$ cat src/design/lsmi_pkg.sv
// Package for the limit switch motor interlock.
// Holds sizes, command and result codes, register indexes and reset values.
// No dependencies.
package lsmi_pkg;

	localparam int NUM_SWITCHES = 16;
	localparam int NUM_MOTORS   = 5;

	localparam int SW_IDX_W = 4;   // width of limit_index / report_index
	localparam int MOTOR_W  = 3;   // width of motor fields
	localparam int MOTOR_SLOTS = 8;
	localparam int CFG_W    = 32;

	localparam logic [SW_IDX_W-1:0] LAST_SW = SW_IDX_W'(NUM_SWITCHES - 1);

	// commands
	localparam logic [1:0] CMD_EVENT = 2'd0;
	localparam logic [1:0] CMD_SWEEP = 2'd1;
	localparam logic [1:0] CMD_START = 2'd2;

	// result kinds
	localparam logic [1:0] KIND_REPORT  = 2'd0;
	localparam logic [1:0] KIND_STOP    = 2'd1;
	localparam logic [1:0] KIND_VERDICT = 2'd2;

	// configuration register indexes
	localparam logic [1:0] REG_ACTIVE_LOW_MASK = 2'd0;
	localparam logic [1:0] REG_LIMIT_MAP_LOW   = 2'd1;
	localparam logic [1:0] REG_LIMIT_MAP_HIGH  = 2'd2;

	localparam logic [15:0] RST_ACTIVE_LOW_MASK = 16'h9FD5;
	localparam logic [31:0] RST_LIMIT_MAP_LOW   = 32'hE6452301;
	localparam logic [31:0] RST_LIMIT_MAP_HIGH  = 32'hEEE9E87E;

	typedef struct packed {
		logic [1:0]          kind;
		logic [SW_IDX_W-1:0] idx;
		logic                st;
		logic [MOTOR_W-1:0]  motor;
		logic                blk;
	} result_t;

endpackage

$ cat src/design/limit_switch_motor_interlock.sv
// Top level of the limit switch motor interlock.
// Depends on lsmi_pkg for sizes, codes and the result word type.
//
// Usage: a command word comes in on cmd_valid/cmd_stall, result words leave on
// res_valid/res_stall, each field on a port of its own. A word is taken at a
// rising edge with valid high and stall low. cfg_we/cfg_index/cfg_data write the mask
// and the two limit maps, only while the block is idle: a rule for the user, not enforced.
// One sequencer walks the switches one per cycle, pausing while a result is held up,
// through a single shared nibble-select and compare unit:
//   switch event: one sync step and one stop step for limit_index, then the flush step,
//   sweep: NUM_SWITCHES sync steps, then NUM_SWITCHES stop steps, then the flush step,
//   start check: NUM_SWITCHES check steps, then the flush step.
// A result sits in a pending register and reaches the output at the step that
// finds the next result, or at the flush step that ends the item (with last set).
// cmd_stall is high while an item runs.
// When the receiver holds res_stall, the output register keeps its word and the
// sequencer pauses on the next step that has a result to hand over.
// Reset (arst_n low) clears switch states, restores register reset values and
// empties the output; the block is ready as soon as reset is released.
module limit_switch_motor_interlock (
	input  logic                         clk,
	input  logic                         arst_n,
	input  logic                         cfg_we,
	input  logic [1:0]                   cfg_index,
	input  logic [lsmi_pkg::CFG_W-1:0]   cfg_data,
	input  logic                         cmd_valid,
	output logic                         cmd_stall,
	input  logic [1:0]                   command,
	input  logic [15:0]                  raw_pins,
	input  logic [lsmi_pkg::SW_IDX_W-1:0] limit_index,
	input  logic [lsmi_pkg::NUM_MOTORS-1:0] motors_running,
	input  logic [lsmi_pkg::NUM_MOTORS-1:0] motor_directions,
	input  logic [lsmi_pkg::MOTOR_W-1:0] request_motor,
	input  logic                         request_direction,
	output logic                         res_valid,
	input  logic                         res_stall,
	output logic [1:0]                   kind,
	output logic [lsmi_pkg::SW_IDX_W-1:0] report_index,
	output logic                         report_state,
	output logic [lsmi_pkg::MOTOR_W-1:0] stop_motor,
	output logic                         blocked,
	output logic                         last
);
	import lsmi_pkg::*;

	typedef enum logic [2:0] {
		S_IDLE,
		S_SYNC,
		S_STOP,
		S_CHECK,
		S_FLUSH
	} state_t;

	localparam logic [15:0] SW_MASK = 16'((17'(1) << NUM_SWITCHES) - 17'(1));

	state_t                 state_q;
	logic [15:0]            mask_q;
	logic [31:0]            map_lo_q;
	logic [31:0]            map_hi_q;
	logic [15:0]            sw_state_q;
	logic [15:0]            logical_q;
	logic [SW_IDX_W-1:0]    ptr_q;
	logic                   single_q;
	logic [NUM_MOTORS-1:0]  running_q;
	logic [NUM_MOTORS-1:0]  dirs_q;
	logic [MOTOR_W-1:0]     rmotor_q;
	logic                   rdir_q;
	logic                   blk_q;
	logic                   pend_v_q;
	result_t                pend_q;
	logic                   res_valid_q;
	result_t                res_q;
	logic                   last_q;

	// shared step unit
	logic [63:0]            map_all;
	logic [3:0]             nib;
	logic [MOTOR_W-1:0]     nib_motor;
	logic                   nib_in_range;
	logic [MOTOR_SLOTS-1:0] run_ext;
	logic [MOTOR_SLOTS-1:0] dir_ext;
	logic [MOTOR_SLOTS-1:0] motor_onehot;
	logic                   changed;
	logic                   stop_hit;
	logic                   blk_acc;
	logic                   at_end;
	logic                   emit_now;
	result_t                new_res;
	logic                   out_free;
	logic                   go;

	assign map_all      = {map_hi_q, map_lo_q};
	assign nib          = map_all[{ptr_q, 2'b00} +: 4];
	assign nib_motor    = nib[3:1];
	assign nib_in_range = {1'b0, nib_motor} < (MOTOR_W + 1)'(NUM_MOTORS);
	assign run_ext      = MOTOR_SLOTS'(running_q);
	assign dir_ext      = MOTOR_SLOTS'(dirs_q);
	assign motor_onehot = MOTOR_SLOTS'(1) << nib_motor;
	assign changed      = logical_q[ptr_q] ^ sw_state_q[ptr_q];
	assign stop_hit     = nib_in_range && sw_state_q[ptr_q] && run_ext[nib_motor]
	                      && (dir_ext[nib_motor] == nib[0]);
	assign blk_acc      = blk_q || ((nib_motor == rmotor_q) && (nib[0] == rdir_q)
	                      && sw_state_q[ptr_q]);
	assign at_end       = single_q || (ptr_q == LAST_SW);
	assign out_free     = !res_valid_q || !res_stall;

	always_comb begin
		emit_now = 1'b0;
		new_res  = '0;
		case (state_q)
			S_SYNC: begin
				emit_now     = changed;
				new_res.kind = KIND_REPORT;
				new_res.idx  = ptr_q;
				new_res.st   = logical_q[ptr_q];
			end
			S_STOP: begin
				emit_now      = stop_hit;
				new_res.kind  = KIND_STOP;
				new_res.motor = nib_motor;
			end
			S_CHECK: begin
				emit_now     = (ptr_q == LAST_SW);
				new_res.kind = KIND_VERDICT;
				new_res.blk  = blk_acc;
			end
			default: begin
				emit_now = 1'b0;
			end
		endcase
	end

	// a step that hands a result over waits while the older pending word has nowhere to go
	assign go = !(emit_now && pend_v_q && !out_free);

	always_ff @(posedge clk or negedge arst_n) begin
		if (!arst_n) begin
			state_q     <= S_IDLE;
			mask_q      <= RST_ACTIVE_LOW_MASK;
			map_lo_q    <= RST_LIMIT_MAP_LOW;
			map_hi_q    <= RST_LIMIT_MAP_HIGH;
			sw_state_q  <= '0;
			logical_q   <= '0;
			ptr_q       <= '0;
			single_q    <= 1'b0;
			running_q   <= '0;
			dirs_q      <= '0;
			rmotor_q    <= '0;
			rdir_q      <= 1'b0;
			blk_q       <= 1'b0;
			pend_v_q    <= 1'b0;
			pend_q      <= '0;
			res_valid_q <= 1'b0;
			res_q       <= '0;
			last_q      <= 1'b0;
		end else begin
			if (cfg_we) begin
				case (cfg_index)
					REG_ACTIVE_LOW_MASK: mask_q   <= cfg_data[15:0];
					REG_LIMIT_MAP_LOW:   map_lo_q <= cfg_data;
					REG_LIMIT_MAP_HIGH:  map_hi_q <= cfg_data;
					default: ;
				endcase
			end

			if (!res_stall) begin
				res_valid_q <= 1'b0;
			end

			// move the pending word out once a newer one shows up
			if (go && emit_now) begin
				if (pend_v_q) begin
					res_valid_q <= 1'b1;
					res_q       <= pend_q;
					last_q      <= 1'b0;
				end
				pend_v_q <= 1'b1;
				pend_q   <= new_res;
			end

			case (state_q)
				S_IDLE: begin
					if (cmd_valid) begin
						logical_q <= (raw_pins ^ mask_q) & SW_MASK;
						running_q <= motors_running;
						dirs_q    <= motor_directions;
						rmotor_q  <= request_motor;
						rdir_q    <= request_direction;
						blk_q     <= {1'b0, request_motor} >= (MOTOR_W + 1)'(NUM_MOTORS);
						case (command)
							CMD_EVENT: begin
								ptr_q    <= limit_index;
								single_q <= 1'b1;
								if ({1'b0, limit_index} < (SW_IDX_W + 1)'(NUM_SWITCHES)) begin
									state_q <= S_SYNC;
								end
							end
							CMD_SWEEP: begin
								ptr_q    <= '0;
								single_q <= 1'b0;
								state_q  <= S_SYNC;
							end
							CMD_START: begin
								ptr_q    <= '0;
								single_q <= 1'b0;
								state_q  <= S_CHECK;
							end
							default: ;
						endcase
					end
				end
				S_SYNC: begin
					if (go) begin
						if (changed) begin
							sw_state_q[ptr_q] <= logical_q[ptr_q];
						end
						if (at_end) begin
							state_q <= S_STOP;
							if (!single_q) begin
								ptr_q <= '0;
							end
						end else begin
							ptr_q <= ptr_q + 1'b1;
						end
					end
				end
				S_STOP: begin
					if (go) begin
						if (stop_hit) begin
							running_q <= running_q & ~motor_onehot[NUM_MOTORS-1:0];
						end
						if (at_end) begin
							state_q <= S_FLUSH;
						end else begin
							ptr_q <= ptr_q + 1'b1;
						end
					end
				end
				S_CHECK: begin
					if (go) begin
						blk_q <= blk_acc;
						if (ptr_q == LAST_SW) begin
							state_q <= S_FLUSH;
						end else begin
							ptr_q <= ptr_q + 1'b1;
						end
					end
				end
				S_FLUSH: begin
					if (!pend_v_q) begin
						state_q <= S_IDLE;
					end else if (out_free) begin
						res_valid_q <= 1'b1;
						res_q       <= pend_q;
						last_q      <= 1'b1;
						pend_v_q    <= 1'b0;
						state_q     <= S_IDLE;
					end
				end
				default: begin
					state_q <= S_IDLE;
				end
			endcase
		end
	end

	assign cmd_stall    = (state_q != S_IDLE);
	assign res_valid    = res_valid_q;
	assign kind         = res_q.kind;
	assign report_index = res_q.idx;
	assign report_state = res_q.st;
	assign stop_motor   = res_q.motor;
	assign blocked      = res_q.blk;
	assign last         = last_q;

endmodule
$ cat config.mk
export PLATFORM = sky130hd
export DESIGN_NAME = limit_switch_motor_interlock
export DESIGN_NICKNAME = d
export VERILOG_FILES = /design/src/design/lsmi_pkg.sv /design/src/design/limit_switch_motor_interlock.sv
export SDC_FILE = /design/constraint.sdc
export NUM_CORES = 1
export LEC_CHECK = 0
export BUFFER_PORTS_ARGS = -buffer_cell sky130_fd_sc_hd__clkbuf_2
export CAP_MARGIN = 5
export CORE_MARGIN = 2
export CORE_UTILIZATION = 53
export CTS_CLUSTER_DIAMETER = 150
export DETAILED_ROUTE_END_ITERATION = 12
export PLACE_DENSITY_LB_ADDON = 0.12
export SLEW_MARGIN = 20
export SYNTH_ARGS = -nofsm -noshare
export SYNTH_HDL_FRONTEND = slang
export SYNTH_SLANG_ARGS = --single-unit
$ cat constraint.sdc
create_clock -name clk -period 3.34 [get_ports clk]
set_input_delay 0.668 -clock clk [delete_from_list [all_inputs] [get_ports clk]]
set_output_delay 0.668 -clock clk [all_outputs]
set_load 0.01 [all_outputs]
==> results summary <==
Summed over all cells, the static leakage comes to 4.20 nW. The proportion of layout cells with a drive suffix above 1 is 43.4%. The max-cap check violation count came out at 0. The worst IR drop on VDD is 473 uV. The net switching power figure came out at 3.39 mW. The core footprint is 0.0151 mm^2.

After legalization and detailed placement, the total HPWL measured 13400 um. Summing over every cut layer, the via total after detailed routing is 5700. STA classifies the critical path startpoint as a flip-flop.

The total wire length is 18600 um. The die is 128 um tall. In the routed design, unresolved DRC markers number 0. The number of antenna violations at the first check in global routing is 0. The maximum number of pins on one net before global-route repair came out at 84. The signal on the critical path passes through buf_12 > mux4_2 > mux4_2 > buf_4 > nor4_2 > o41ai_4 > xnor2_2 > buf_4 > a2111oi_1 > o32ai_1. Counting flops with a built-in enable in the synthesized netlist gives 0.

sky130_fd_sc_hd__dfrtp_1 is the most common cell in the netlist. The clock tree from TritonCTS is done. After detailed routing, the average wire length per cell comes to 18.8 um. After synthesis, the share of flip-flops with an asynchronous set or reset is 100%.

The total congestion overflow came out at 0. The number of cells on the worst reg-to-reg path is 10. The synthesized flop and latch total came out at 160. The slew of the pin with the lowest slew margin came out at 0.790 ns. The number of CTS-inserted buffers is 17. The number of library cell types mapped by synthesis is 59. The number of levels the H-tree was split into is 4. Setup repair after global routing could not meet its margin everywhere. The flow ran to the end, and the final reports show no timing, DRC or antenna violations. By count the netlist is led by sky130_fd_sc_hd__dfrtp_1, sky130_fd_sc_hd__nand2_1, sky130_fd_sc_hd__mux2_2, sky130_fd_sc_hd__dfstp_2, sky130_fd_sc_hd__nor2_1. The worst setup path is captured at a flip-flop. In this design, the stage delay of the slowest critical-path cell is 0.55 ns. The first global-routing pass estimated 30300 um of wire. The layout has 1173 filler cells. The share of total power consumed by net switching came out at 37.9%. The standard-cell row count is 45.

The final max-slew violation count came out at 0. The share of the cycle needed by the critical path after routing came out at 97.4%. The first TritonRoute pass finished after 5 iterations. The mean area per synthesized cell is 11.9 um^2. The clock-pin transition on the worst setup and hold timing paths came out at 0.06 ns. The synthesized cell area is 0.00818 mm^2. The kind of critical path is reg -> reg. The number of endpoints with negative hold slack in the final report came to 0. The die footprint came out at 0.0164 mm^2. The largest total area in the synthesized netlist belongs to sky130_fd_sc_hd__dfrtp_1.

The via density per instance came out at 5.76. The final worst setup slack came out at 0.0855 ns. The maximum fanout along the worst path is 14.

For the worst-skew pair, the clock arrives at the later sink with an insertion delay of 0.42 ns. The slowest stage of the critical path is the sky130_fd_sc_hd__mux4_2 cell. The worst clock skew on the final layout came out at 0.00950 ns. The finished cells cover 0.00959 mm^2. By area the synthesized netlist is led by sky130_fd_sc_hd__dfrtp_1, sky130_fd_sc_hd__dfstp_2, sky130_fd_sc_hd__mux2_2. The remaining number of nets flagged by the antenna check after routing is 0.

The area overhead of the layout relative to synthesis is 17.2%. The relative slew slack is 47.4%. The maximum count of clock buffers along a single path is 2. The cell count after synthesis is 685. The final-stage net count is 872. The number of sinks on the clock net is 160. The count of buffers from port buffering came out at 88. The global-route usage over all layers came out at 23.8%. The class of the worst hold path is in -> async. The share of total power dissipated in sequential elements is 34.0%.

Combinational logic is responsible for 45.8% of the overall power. The number of global-route vias before repair is 5751. The horizontal extent of the die came out at 128 um. The cell class contributing the biggest share of worst-path delay is multiplexers.

Sequential cells were found to cover 49.6% of the synthesized design area. The number of DRC markers after the initial detailed-route iteration came out at 410. The number of antenna diodes in the final layout is 0. The number of placed instances, taps included came out at 951. The count of endpoints failing setup in the final report came out at 0. For this run, the top clock speed supported by timing is 307 MHz. The setup slack at placement came out at 0.0234 ns. The clock period minus final worst setup slack is 3.25 ns.

The relative contribution of the clock network to total power came out at 20.2%. The post-route core utilization came out at 63.3%. For this run, the leading register cell type out of synthesis is sky130_fd_sc_hd__dfrtp_1.

The critical path buffer and inverter count is 3. The arrival time of the worst setup path came out at 3.52 ns. The filler-free cell count of the finished design is 990. The critical path data required time is 3.61 ns. The tightest hold path in the finished design has a slack of 0.295 ns. The total internal power is 5.54 mW.

The depth of the critical timing path with buffers and inverters included came out at 10. 89 I/O pins were placed. The net count of the mapped netlist came out at 768. The placed instances occupy a cell area of 0.00894 mm^2. The initial utilization of the core area, before any placement, comes to 54.0%.

The routability congestion estimate is 0.931. The area share of the largest cell type after synthesis is 35.5%. The cell area power density came out at 931 mW/mm^2. For this run, the number of Yosys warnings is 0. The root buffer cell is sky130_fd_sc_hd__clkbuf_16.
worst paths after layout:
path                                   start              end  slack, ns
max                                 ptr_q[0]         ptr_q[2]       0.09
min                                   arst_n  report_index[2]       0.30
max reg2reg                         ptr_q[0]         ptr_q[2]       0.09
min reg2reg                     logical_q[2]     logical_q[2]       0.49
max in group asynchronous             arst_n      map_hi_q[4]       2.11
min in group clk           request_direction           rdir_q       0.43
per-stage QoR:
stage	TNS, ns	total power, mW
finish	0	8.92
global route	-0.287	9.51
CTS	0	8.79
detailed placement	0	6.95
global placement	0	6.82
floorplan	0	5.78
layout by cell type, fill, tap and decap left out, drive strengths merged, types with 3 or more instances in the layout:
cell type	Yosys	final
clkinv	0	3
xor2	3	3
o311ai	6	6
nor3b	6	6
a21oi	13	13
nand3b	4	4
o21ai	23	23
a31oi	8	8
nand2	107	107
clkbuf	24	110
inv	17	19
o2111ai	11	11
nor4	4	4
o32ai	3	3
nor3	7	7
ha	8	8
mux2i	17	17
nor2	27	27
xnor2	20	20
o211ai	15	15
dfrtp	116	116
o22ai	3	3
nand3	11	11
mux4	25	25
a22oi	7	7
and3	5	5
o31ai	6	6
mux2	102	102
dfstp	44	44
and3b	4	4
buf	18	40
clkinvlp	0	3
nor2b	4	4
power by group through the flow:
stage	Sequential [mW]	Clock [mW]	Combinational (mW)
after detailed placement	3.05	0	3.90
after global placement	3.03	0	3.79
final	3.03	1.80	4.09
after global routing	3.10	1.93	4.48
after CTS	3.03	1.84	3.92
after floorplan	2.87	0	2.90
kinds of logic after synthesis:
logic type,synth area share [%]
multiplexers,23.6
AND/OR/NAND/NOR,10.3
buffers and inverters,3.24
AO/OA/AOI/OAI,9.30
adder cells (fa/ha/maj),1.35
XOR/XNOR,2.56
flip-flops,49.6
cell type report:
| type | instances | area, um^2 | area share [%] |
|---|---|---|---|
| Clock buffer | 23 | 458 | 4.78 |
| Clock inverter | 9 | 82.6 | 0.861 |
| Inverter | 17 | 63.8 | 0.666 |
| Multi-Input combinational cell | 466 | 3910 | 40.8 |
| Sequential cell | 160 | 4060 | 42.4 |
| Tap cell | 188 | 235 | 2.45 |
| Timing Repair Buffer | 127 | 777 | 8.10 |
what timing repair did:
action / CTS / global route
gates cloned: 0 / 0
setup buffers: 0 / 7
hold buffers: 0 / 0
pin swaps: 1 / 4
resized for setup: 1 / 17
setup endpoints to repair: 2 / 31
layer usage:
| layer | up-vias | wire [um] | track usage (%) |
|---|---|---|---|
| li1 | 2692 | - | - |
| met1 | 2857 | 8290 | 32.0 |
| met2 | 133 | 9360 | 40.0 |
| met3 | 18 | 664 | 3.92 |
| met4 | 0 | 279 | 7.37 |
| met5 | - | 0 | 0 |
flip-flops by register name, summed over array words and instances (netlist names), 2 cells and up:
register / cells
logical_q: 16
stop_motor: 3
running_q: 5
dirs_q: 5
state_q: 3
map_lo_q: 32
report_index: 4
kind: 2
sw_state_q: 16
ptr_q: 4
rmotor_q: 3
map_hi_q: 32
mask_q: 16
pend_q: 11
(Power assumes the default switching activity.)
